==> src/sv/hsv_pkg.sv <==
// HSV to RGB converter: shared constants, selection codes and stage payload types.
// No dependencies; imported by every module of the converter.
`timescale 1ns / 1ps
`default_nettype none

package hsv_pkg;

  localparam int unsigned HueFull    = 5760;   // 360 degrees in 1/16 degree
  localparam int unsigned HueSector  = 960;    // 60 degrees in 1/16 degree
  localparam int unsigned HueBias    = 34560;  // 6 * HueFull, makes the hue positive
  localparam int unsigned UnitOne    = 256;    // 1.0 with 8 fraction bits
  localparam int unsigned LevelMax   = 255;

  // floor(x / 5760) by reciprocal: may come out one low, fixed by one compare
  localparam int unsigned WrapRecip  = 93206;  // floor(2^29 / 5760)
  localparam int unsigned WrapShift  = 29;

  // floor(y / 15) for y < 90 by reciprocal, exact over that range
  localparam int unsigned SectRecip  = 137;
  localparam int unsigned SectShift  = 11;

  // 255 * N / (65536 * 960) == 17 * N / 2^22
  localparam int unsigned LevelMul   = 17;
  localparam int unsigned LevelShift = 22;

  // Hue sectors, named by which channel takes chroma and which the ramp
  localparam logic [2:0] SecRedGreen  = 3'd0;
  localparam logic [2:0] SecGreenRed  = 3'd1;
  localparam logic [2:0] SecGreenBlue = 3'd2;
  localparam logic [2:0] SecBlueGreen = 3'd3;
  localparam logic [2:0] SecBlueRed   = 3'd4;
  localparam logic [2:0] SecRedBlue   = 3'd5;

  typedef logic [9:0] tnum_t;

  typedef struct packed {
    logic [12:0] hue_pos;
    logic [8:0]  sat;
    logic [8:0]  bri;
    logic [17:0] mbase;
  } wrap_out_t;

  typedef struct packed {
    tnum_t [2:0] t_num;
    logic [8:0]  sat;
    logic [8:0]  bri;
    logic [17:0] mbase;
  } chan_in_t;

endpackage

`default_nettype wire

==> src/sv/hsv_hue_wrap.sv <==
// HSV to RGB converter, stages 1 and 2: clamp s and v, wrap hue into [0, 5760),
// form the floor term 960 * (256 - s). Depends on hsv_pkg.
`timescale 1ns / 1ps
`default_nettype none

module hsv_hue_wrap
  import hsv_pkg::*;
(
  input  wire logic               clk_i,
  input  wire logic               rst_ni,
  input  wire logic               adv_i,
  input  wire logic               valid_i,
  input  wire logic signed [15:0] hue_i,
  input  wire logic        [8:0]  saturation_i,
  input  wire logic        [8:0]  brightness_i,
  output      logic               valid_o,
  output      wrap_out_t          data_o
);

  logic [17:0] hue_sx;
  logic [17:0] biased;
  logic [33:0] wrap_prod;
  logic [8:0]  sat_d, bri_d;
  logic [3:0]  quo_d;

  logic        v1_q;
  logic [16:0] x_q;
  logic [3:0]  quo_q;
  logic [8:0]  sat1_q, bri1_q;

  logic [16:0] hp_raw;
  logic [12:0] hp_d;
  logic [8:0]  inv_s;
  logic [17:0] mbase_d;

  logic        v2_q;
  wrap_out_t   out_q;

  always_comb begin
    hue_sx    = {{2{hue_i[15]}}, hue_i};
    biased    = hue_sx + 18'(HueBias);
    wrap_prod = 34'(biased[16:0]) * 34'(WrapRecip);
    quo_d     = wrap_prod[WrapShift+3:WrapShift];
    sat_d     = (saturation_i > 9'(UnitOne)) ? 9'(UnitOne) : saturation_i;
    bri_d     = (brightness_i > 9'(UnitOne)) ? 9'(UnitOne) : brightness_i;
  end

  always_ff @(posedge clk_i or negedge rst_ni) begin
    if (!rst_ni) begin
      v1_q <= 1'b0;
    end else if (adv_i) begin
      v1_q <= valid_i;
    end
  end

  always_ff @(posedge clk_i) begin
    if (adv_i) begin
      x_q    <= biased[16:0];
      quo_q  <= quo_d;
      sat1_q <= sat_d;
      bri1_q <= bri_d;
    end
  end

  always_comb begin
    hp_raw  = x_q - 17'(quo_q * 17'(HueFull));
    hp_d    = (hp_raw >= 17'(HueFull)) ? 13'(hp_raw - 17'(HueFull)) : hp_raw[12:0];
    inv_s   = 9'(10'(UnitOne) - {1'b0, sat1_q});
    mbase_d = 18'(18'(inv_s) * 18'(HueSector));
  end

  always_ff @(posedge clk_i or negedge rst_ni) begin
    if (!rst_ni) begin
      v2_q <= 1'b0;
    end else if (adv_i) begin
      v2_q <= v1_q;
    end
  end

  always_ff @(posedge clk_i) begin
    if (adv_i) begin
      out_q.hue_pos <= hp_d;
      out_q.sat     <= sat1_q;
      out_q.bri     <= bri1_q;
      out_q.mbase   <= mbase_d;
    end
  end

  assign valid_o = v2_q;
  assign data_o  = out_q;

endmodule

`default_nettype wire

==> src/sv/hsv_sector.sv <==
// HSV to RGB converter, stages 3 and 4: split the wrapped hue into sector and
// offset, build the ramp numerator and route c / x / 0 per channel. Depends on hsv_pkg.
`timescale 1ns / 1ps
`default_nettype none

module hsv_sector
  import hsv_pkg::*;
(
  input  wire logic      clk_i,
  input  wire logic      rst_ni,
  input  wire logic      adv_i,
  input  wire logic      valid_i,
  input  wire wrap_out_t data_i,
  output      logic      valid_o,
  output      chan_in_t  data_o
);

  logic [14:0] sect_prod;
  logic [2:0]  sect_d;

  logic        v3_q;
  logic [2:0]  sect_q;
  wrap_out_t   s3_q;

  logic [12:0] r_full;
  tnum_t       r_off;
  tnum_t       fnum;
  tnum_t       full_t;
  tnum_t [2:0] tn_d;

  logic        v4_q;
  chan_in_t    out_q;

  always_comb begin
    sect_prod = 15'(data_i.hue_pos[12:6]) * 15'(SectRecip);
    sect_d    = sect_prod[SectShift+2:SectShift];
  end

  always_ff @(posedge clk_i or negedge rst_ni) begin
    if (!rst_ni) begin
      v3_q <= 1'b0;
    end else if (adv_i) begin
      v3_q <= valid_i;
    end
  end

  always_ff @(posedge clk_i) begin
    if (adv_i) begin
      sect_q <= sect_d;
      s3_q   <= data_i;
    end
  end

  // tn_d index: 2 = red, 1 = green, 0 = blue
  always_comb begin
    r_full = s3_q.hue_pos - 13'(sect_q * 13'(HueSector));
    r_off  = r_full[9:0];
    full_t = tnum_t'(HueSector);
    fnum   = sect_q[0] ? (full_t - r_off) : r_off;
    case (sect_q)
      SecRedGreen:  tn_d = {full_t, fnum,   10'd0};
      SecGreenRed:  tn_d = {fnum,   full_t, 10'd0};
      SecGreenBlue: tn_d = {10'd0,  full_t, fnum};
      SecBlueGreen: tn_d = {10'd0,  fnum,   full_t};
      SecBlueRed:   tn_d = {fnum,   10'd0,  full_t};
      default:      tn_d = {full_t, 10'd0,  fnum};
    endcase
  end

  always_ff @(posedge clk_i or negedge rst_ni) begin
    if (!rst_ni) begin
      v4_q <= 1'b0;
    end else if (adv_i) begin
      v4_q <= v3_q;
    end
  end

  always_ff @(posedge clk_i) begin
    if (adv_i) begin
      out_q.t_num <= tn_d;
      out_q.sat   <= s3_q.sat;
      out_q.bri   <= s3_q.bri;
      out_q.mbase <= s3_q.mbase;
    end
  end

  assign valid_o = v4_q;
  assign data_o  = out_q;

endmodule

`default_nettype wire

==> src/sv/hsv_channel.sv <==
// HSV to RGB converter, stages 5 to 7 of one color channel:
// level = floor(17 * v * (s * t + 960 * (256 - s)) / 2^22). Depends on hsv_pkg.
`timescale 1ns / 1ps
`default_nettype none

module hsv_channel
  import hsv_pkg::*;
(
  input  wire logic        clk_i,
  input  wire logic        adv_i,
  input  wire tnum_t       t_num_i,
  input  wire logic [8:0]  sat_i,
  input  wire logic [8:0]  bri_i,
  input  wire logic [17:0] mbase_i,
  output      logic [7:0]  level_o
);

  logic [18:0] mix;
  logic [17:0] a_q;
  logic [8:0]  bri_q;
  logic [26:0] num;
  logic [25:0] num_q;
  logic [30:0] scaled;
  logic [8:0]  lvl_raw;
  logic [7:0]  level_q;

  always_comb begin
    mix     = (19'(sat_i) * 19'(t_num_i)) + 19'(mbase_i);
    num     = 27'(bri_q) * 27'(a_q);
    scaled  = 31'(num_q) * 31'(LevelMul);
    lvl_raw = scaled[LevelShift+8:LevelShift];
  end

  always_ff @(posedge clk_i) begin
    if (adv_i) begin
      a_q     <= mix[17:0];
      bri_q   <= bri_i;
      num_q   <= num[25:0];
      level_q <= (lvl_raw > 9'(LevelMax)) ? 8'(LevelMax) : lvl_raw[7:0];
    end
  end

  assign level_o = level_q;

endmodule

`default_nettype wire

==> src/sv/hsv_to_rgb_converter.sv <==
// HSV to RGB converter, top level: hue wrap, sector split and three channel pipes.
// Depends on hsv_pkg, hsv_hue_wrap, hsv_sector and hsv_channel.
//
// Input channel: in_valid_i / in_stall_o with hue_i (signed, 1/16 degree),
// saturation_i and brightness_i (8 fraction bits, values above 256 read as 1.0).
// Output channel: out_valid_o / out_stall_i with red_level_o, green_level_o,
// blue_level_o. A transfer happens on a rising edge with valid high and stall low.
//
// Seven register stages: a result shows on the outputs once it reaches the last stage
// and transfers out on an edge where out_stall_i is low.
// One transfer per cycle is sustained while the output is not stalled; each stage holds one pixel.
// The whole pipe advances together: while the output holds an unaccepted
// result and out_stall_i is high, every stage holds and in_stall_o is high.
// Bubbles move forward whenever the output is empty or being taken.
// Reset clears all stage valid bits; no result is pending afterwards.
`timescale 1ns / 1ps
`default_nettype none

module hsv_to_rgb_converter
  import hsv_pkg::*;
(
  input  wire logic               clk_i,
  input  wire logic               rst_ni,
  input  wire logic               in_valid_i,
  output      logic               in_stall_o,
  input  wire logic signed [15:0] hue_i,
  input  wire logic        [8:0]  saturation_i,
  input  wire logic        [8:0]  brightness_i,
  output      logic               out_valid_o,
  input  wire logic               out_stall_i,
  output      logic        [7:0]  red_level_o,
  output      logic        [7:0]  green_level_o,
  output      logic        [7:0]  blue_level_o
);

  logic      adv;
  logic      wrap_valid, sect_valid;
  wrap_out_t wrap_data;
  chan_in_t  sect_data;
  logic      v5_q, v6_q, v7_q;

  assign adv        = !(v7_q && out_stall_i);
  assign in_stall_o = !adv;

  hsv_hue_wrap u_wrap (
    .clk_i        (clk_i),
    .rst_ni       (rst_ni),
    .adv_i        (adv),
    .valid_i      (in_valid_i),
    .hue_i        (hue_i),
    .saturation_i (saturation_i),
    .brightness_i (brightness_i),
    .valid_o      (wrap_valid),
    .data_o       (wrap_data)
  );

  hsv_sector u_sector (
    .clk_i   (clk_i),
    .rst_ni  (rst_ni),
    .adv_i   (adv),
    .valid_i (wrap_valid),
    .data_i  (wrap_data),
    .valid_o (sect_valid),
    .data_o  (sect_data)
  );

  hsv_channel u_red (
    .clk_i   (clk_i),
    .adv_i   (adv),
    .t_num_i (sect_data.t_num[2]),
    .sat_i   (sect_data.sat),
    .bri_i   (sect_data.bri),
    .mbase_i (sect_data.mbase),
    .level_o (red_level_o)
  );

  hsv_channel u_green (
    .clk_i   (clk_i),
    .adv_i   (adv),
    .t_num_i (sect_data.t_num[1]),
    .sat_i   (sect_data.sat),
    .bri_i   (sect_data.bri),
    .mbase_i (sect_data.mbase),
    .level_o (green_level_o)
  );

  hsv_channel u_blue (
    .clk_i   (clk_i),
    .adv_i   (adv),
    .t_num_i (sect_data.t_num[0]),
    .sat_i   (sect_data.sat),
    .bri_i   (sect_data.bri),
    .mbase_i (sect_data.mbase),
    .level_o (blue_level_o)
  );

  always_ff @(posedge clk_i or negedge rst_ni) begin
    if (!rst_ni) begin
      v5_q <= 1'b0;
      v6_q <= 1'b0;
      v7_q <= 1'b0;
    end else if (adv) begin
      v5_q <= sect_valid;
      v6_q <= v5_q;
      v7_q <= v6_q;
    end
  end

  assign out_valid_o = v7_q;

endmodule

`default_nettype wire
==> config.mk <==
export PLATFORM = sky130hd
export DESIGN_NAME = hsv_to_rgb_converter
export DESIGN_NICKNAME = d
export VERILOG_FILES = /design/src/sv/hsv_pkg.sv /design/src/sv/hsv_hue_wrap.sv /design/src/sv/hsv_sector.sv /design/src/sv/hsv_channel.sv /design/src/sv/hsv_to_rgb_converter.sv
export SDC_FILE = /design/constraint.sdc
export NUM_CORES = 2
export LEC_CHECK = 0
export BUFFER_PORTS_ARGS = -buffer_cell sky130_fd_sc_hd__clkbuf_2
export CAP_MARGIN = 20
export CORE_ASPECT_RATIO = 0.6
export CORE_MARGIN = 2
export CORE_UTILIZATION = 50
export DETAILED_ROUTE_END_ITERATION = 10
export PLACE_DENSITY = 0.66
export RECOVER_POWER = 50
export SLEW_MARGIN = 5
export SYNTH_ARGS = -nofsm -noshare
export SYNTH_HDL_FRONTEND = slang
export SYNTH_SLANG_ARGS = --single-unit
export TNS_END_PERCENT = 20
==> constraint.sdc <==
create_clock -name clk_i -period 19 [get_ports clk_i]
set_input_delay 0.95 -clock clk_i [delete_from_list [all_inputs] [get_ports clk_i]]
set_output_delay 0.95 -clock clk_i [all_outputs]
set_load 0.02 [all_outputs]
Word-level counts from Yosys, hierarchy flattened:

Cells that the tools add are included.
W data, S select, Z words.

* flip-flop bits (word level): 357
* input port bits: 38
* output and inout port bits: 26

* mux-type cells: 3
* reduce and logical (&&, ||, !) cells: 2
* $lt $le $gt $ge: 6
* multipliers: 14
* equal/unequal tests: 4
* add/sub/neg operators: 9

Operators with widths (count)
* $pmux W30 S5: 1
* $mul A26 B5 Y31 const B: 3
* $mul A9 B18 Y26: 3
* $add A18 B18 Y18: 3
* $mul A9 B10 Y18: 3
* $mul A17 B16 Y32 const B: 1
* $gt A9 B8 Y1 const B: 3
* $gt A9 B9 Y1 const B: 2
* $add A16 B17 Y17 const B: 1
* $ge A17 B13 Y1 const B: 1
* $sub A17 B17 Y17: 1
* $mul A7 B8 Y14 const B: 1
* $mux W13: 1
* $sub A13 B13 Y13 const B: 1
* $mul A9 B4 Y12 const B: 1
* $mul A4 B6 Y10 const B: 1
* $mux W10: 1
* $sub A10 B10 Y10: 1
* $sub A10 B10 Y10 const A: 1
* $sub A9 B9 Y9 const A: 1
* $eq A3 B2 Y1 const B: 2
* $mul A3 B4 Y4 const B: 1
* $eq A3 B1 Y1 const B: 1
* $eq A3 B3 Y1 const B: 1
* other kinds (2): 2

Longest topological paths before layout:

* depth after elaboration: 5
* depth in mapped cells: 23
* mapped depth without buffers: 23

Modules after synthesis:

A second synthesis with hierarchy kept.

* cells, all modules: 4459
* area total of the unflattened synthesis: 46492.1 µm²

Modules (own cells, without submodules)
* hsv_channel (u_blue ...): instances 2, cells an instance 1148, area an instance 11144.4 µm²
* hsv_channel (u_red): instances 1, cells an instance 1143, area an instance 11064.4 µm²
* hsv_hue_wrap: instances 1, cells an instance 763, area an instance 8533.2 µm²
* hsv_sector: instances 1, cells an instance 249, area an instance 4490.6 µm²
* hsv_to_rgb_converter: instances 1, cells an instance 8, area an instance 115.1 µm²

Least setup slack after synthesis:

Ideal clock, no wire load.

* path kind: input to output
* start: in out_stall_i
* end: out in_stall_o
* arrival time: 9.780 ns
* stages: 2
* buffers on the path: 0
* data required time: 18.050 ns
* path slack: 8.270 ns
* cells stage by stage: nand2_1 -> inv_1

* longest elaborated chain between the ends: 1

Ends and longest elaborated chain
* start: declaration: line hsv_to_rgb_converter.sv:30 `input wire logic out_stall_i,`
* $logic_and A1 B1 Y1: line hsv_to_rgb_converter.sv:42 `assign adv = !(v7_q && out_stall_i);`
* end: declaration: line hsv_to_rgb_converter.sv:25 `output logic in_stall_o,`

Every way passes these cells.

Worst setup path after layout:

* start: in out_stall_i
* end: reg u_green.level_q[2], in the netlist u_green.level_o[2], enable pin

* longest elaborated chain between the ends: 1

Ends and longest elaborated chain
* $logic_and A1 B1 Y1: line hsv_to_rgb_converter.sv:42
* end signal: assignment: line hsv_channel.sv:39 `level_q <= (lvl_raw > 9'(LevelMax)) ? 8'(LevelMax) : lvl_raw[7:0];`
* end: declaration: line hsv_channel.sv:25 `logic [7:0] level_q;`

Every way passes these cells.
A chain may end at the register's enable or synchronous reset.

==> results.sh <==
export IMPL_outcome="finished with violations"
export IMPL_violated_checks="capacitance limit, slew limit"
export IMPL_detailed_place_hpwl_um=70080
export IMPL_detail_route_iter0_violations=1895
export IMPL_min_delay_path_class="primary input to async pin"
export IMPL_synth_edff_count=347
export IMPL_floorplan_die_area_um2=91720
export IMPL_cts_post_setup_buffers_inserted=0
export IMPL_first_pass_iters=5
export IMPL_clkTransAtPathRegs_ns=0.06
export IMPL_tightest_slew_ns=10.05
export IMPL_fillCellCount=7844
export IMPL_postSynthCellCount=4396
export IMPL_h_tree_depth=2
export IMPL_post_drt_via_cell_ratio=5.157
export IMPL_total_track_usage_pct=20.61
export IMPL_area_growth_synth_to_final_pct=6.175
export IMPL_die_h_um=235.4
export IMPL_worst_r2r_cell_count=3
export IMPL_report_final_hold_viol_count=0
export IMPL_die_width_um=389.7
export IMPL_grt_start_max_net_pins=182
export IMPL_routed_wl_um=90070
export IMPL_rsz_0062_raised_after_global_routing="no"
export IMPL_most_common_layout_cells="961 x sky130_fd_sc_hd__inv_1, 619 x sky130_fd_sc_hd__fa_1, 560 x sky130_fd_sc_hd__ha_1"
export IMPL_route_detailed_wl_per_inst_um=16.13
export IMPL_synth_main_ff_cell="sky130_fd_sc_hd__edfxtp_1"
export IMPL_critical_path_cell_chain="clkbuf_2, nand2_1, clkbuf_1, buf_4"
export IMPL_initial_core_util_pct=50.72
export IMPL_multi_input_comb_area_um2=29930
export IMPL_grt_pass1_vias=29620
export IMPL_num_ports=64
export IMPL_post_synth_top_area_fraction_pct=27.77
export IMPL_finalWorstPathRequiredPeriod_ns=10.90
export IMPL_initial_antenna_violation_count=0
export IMPL_synth_cell_area_um2=44620
export IMPL_timing_final_setup_violations=0
export IMPL_maxCapViolCount=5
export IMPL_diodes=0
export IMPL_drt_drc_violations_left=0
export IMPL_mostFrequentLayoutCell="sky130_fd_sc_hd__inv_1"
export IMPL_detail_route_antenna_nets=0
export IMPL_row_count=84
export IMPL_synthesis_yosys_warnings=0
export IMPL_cts_hold_buf=0
export IMPL_layout_worst_path_cycle_share_pct=57.35
export IMPL_critPathSlowestCell="sky130_fd_sc_hd__clkbuf_1"
export IMPL_setup_total_neg_slack_ns=0
export IMPL_rr_endpoint="u_green.level_o[2]"
export IMPL_worst_skew_pair_later_pin_latency_ns=0.59
export IMPL_worstSetupStartpointType="primary input"
export IMPL_timing_reg2reg_setup_slack_ns=8.17
export IMPL_cts_made_buffers=40
export IMPL_clock_path_buffers=3
export IMPL_seqCellArea_um2=10600
export IMPL_share_of_synthesized_flip_flops_with_an_asynchronous_set_or_reset_pct=1.977
export IMPL_data_arrival_time_of_the_critical_path_ns=11.10
export IMPL_synthDominantAreaCellType="sky130_fd_sc_hd__fa_1"
export IMPL_report_final_slew_viol_count=379
export IMPL_drive_above_1_share_pct=3.187
export IMPL_yosysUniqueCellTypes=78
export IMPL_postSynthAreaPerCell_um2=10.15
export IMPL_grt_pass1_wl_um=154600
export IMPL_ys_seq_area_share_pct=23.75
export IMPL_syn_nets=5613
export IMPL_cts_repair_resized=0
export IMPL_maxSlewHeadroom_pct=-569.7
export IMPL_placeableCoreArea_um2=87970
export IMPL_crit_path_launch="out_stall_i"
export IMPL_clock_fmax_mhz=91.77
export IMPL_numClockSinks=354
export IMPL_max_stage_delay_ns=7.04
export IMPL_regToRegStartpoint="out_valid_o"
export IMPL_post_synth_main_area_contributors="sky130_fd_sc_hd__fa_1 28%, sky130_fd_sc_hd__edfxtp_1 23%, sky130_fd_sc_hd__ha_1 16%, sky130_fd_sc_hd__inv_1 8.1%, sky130_fd_sc_hd__and2_1 5.7%"
export IMPL_critPathMaxFanout=181
export IMPL_timing_setup_critical_path_class="primary input to register"
export IMPL_synth_ff_latch_count=354
export IMPL_via_count=28800
export IMPL_nNetsFinal=5611
export IMPL_portBuffers=63
export IMPL_ctsRootBufferMaster="sky130_fd_sc_hd__clkbuf_16"
export IMPL_gp_congestion=0.8766
export IMPL_worst_endpoint_required_ns=19.20
export IMPL_globalRoute_totalOverflow=0
export IMPL_crit_path_end_kind="register"
export IMPL_tritoncts="built"
export IMPL_finClkSkew_ns=0.02086
-- layout make-up --
type                       count  area share (%)
inverter                     962           7.622
tap                         1161           3.066
clock inverter                29          0.7184
sequential                   354           22.36
timing repair buffer          85          0.9191
clock buffer                  43           2.137
multi-input combinational   2951           63.17
-- registers in the layout, indices dropped and copies added (netlist names), 17 cells and up --
name             flops
u_sector.data_o     59
u_green.a_q         18
u_red.num_q         26
u_wrap.data_o       42
u_green.num_q       26
u_wrap.x_q          17
u_blue.a_q          18
u_sector.s3_q       39
u_red.a_q           18
u_blue.num_q        26
-- cells in the mapped netlist, drive strengths merged, types with 6 or more instances --
library cell	count
inv	961
fa	619
ha	560
nand2	416
and2	403
edfxtp	347
xnor2	140
a21oi	117
clkbuf	110
nor2	99
a21o	77
o21ai	70
xor2	62
nor3	40
nand3	38
nor2b	33
o21bai	25
a31oi	22
buf	19
nand2b	19
nand4	18
o21a	16
and3	15
mux2	13
a211oi	12
or3	12
a211o	8
a21boi	8
nor4	8
dfrtp	7
nand3b	7
nor3b	7
o31ai	7
o41ai	7
mux2i	6
o211ai	6
-- routing by layer --
metal | track usage, % | part of all wire [%]
met5 | 0 | 0
met2 | 28.63 | 39
met1 | 33.80 | 54
met3 | 3.464 | 6.2
met4 | 3.077 | 1.2
-- how the worst max path moves through the flow --
stage                              end  slack [ns]
floorplan                   in_stall_o        8.27
global placement       u_wrap.quo_q[3]       12.20
detailed placement     u_wrap.quo_q[3]       12.03
CTS                    u_wrap.quo_q[3]       12.67
global route         u_green.num_q[16]        6.95
finish              u_green.level_o[2]        8.10
-- metrics by stage --
step                      cell area, µm²  hold WS [ns]  setup slack, ns  util, %  instances
final                              47370        0.2505            8.103    53.85       5585
after global routing               47370        0.2620            6.950    53.85       5585
after CTS                          47430        0.1527            12.67    53.92       5584
after detailed placement           46080        0.4045            12.03    52.38       5512
after global placement             46080        0.4019            12.20    52.38       5512
after floorplan                    44620        0.4003            8.270        -       4396
-- kinds of logic after synthesis --
| group | share of synthesized area, % |
|---|---|
| buffers and inverters | 9.181 |
| AOI/OAI and AO/OA | 6.307 |
| adders and majority gates | 43.48 |
| DFF | 23.75 |
| xor gates and xnor gates | 3.965 |
| and+or+nand+nor | 12.85 |
| muxes | 0.4711 |
-- critical path, delay by kind of cell --
kind | cells | cell delay (ns)
simple gates | 1 | 1.32
buf+inv | 3 | 8.62
Power is not shown: default switching activity piles up to over one toggle a cycle in this logic, so the estimate is an artifact.
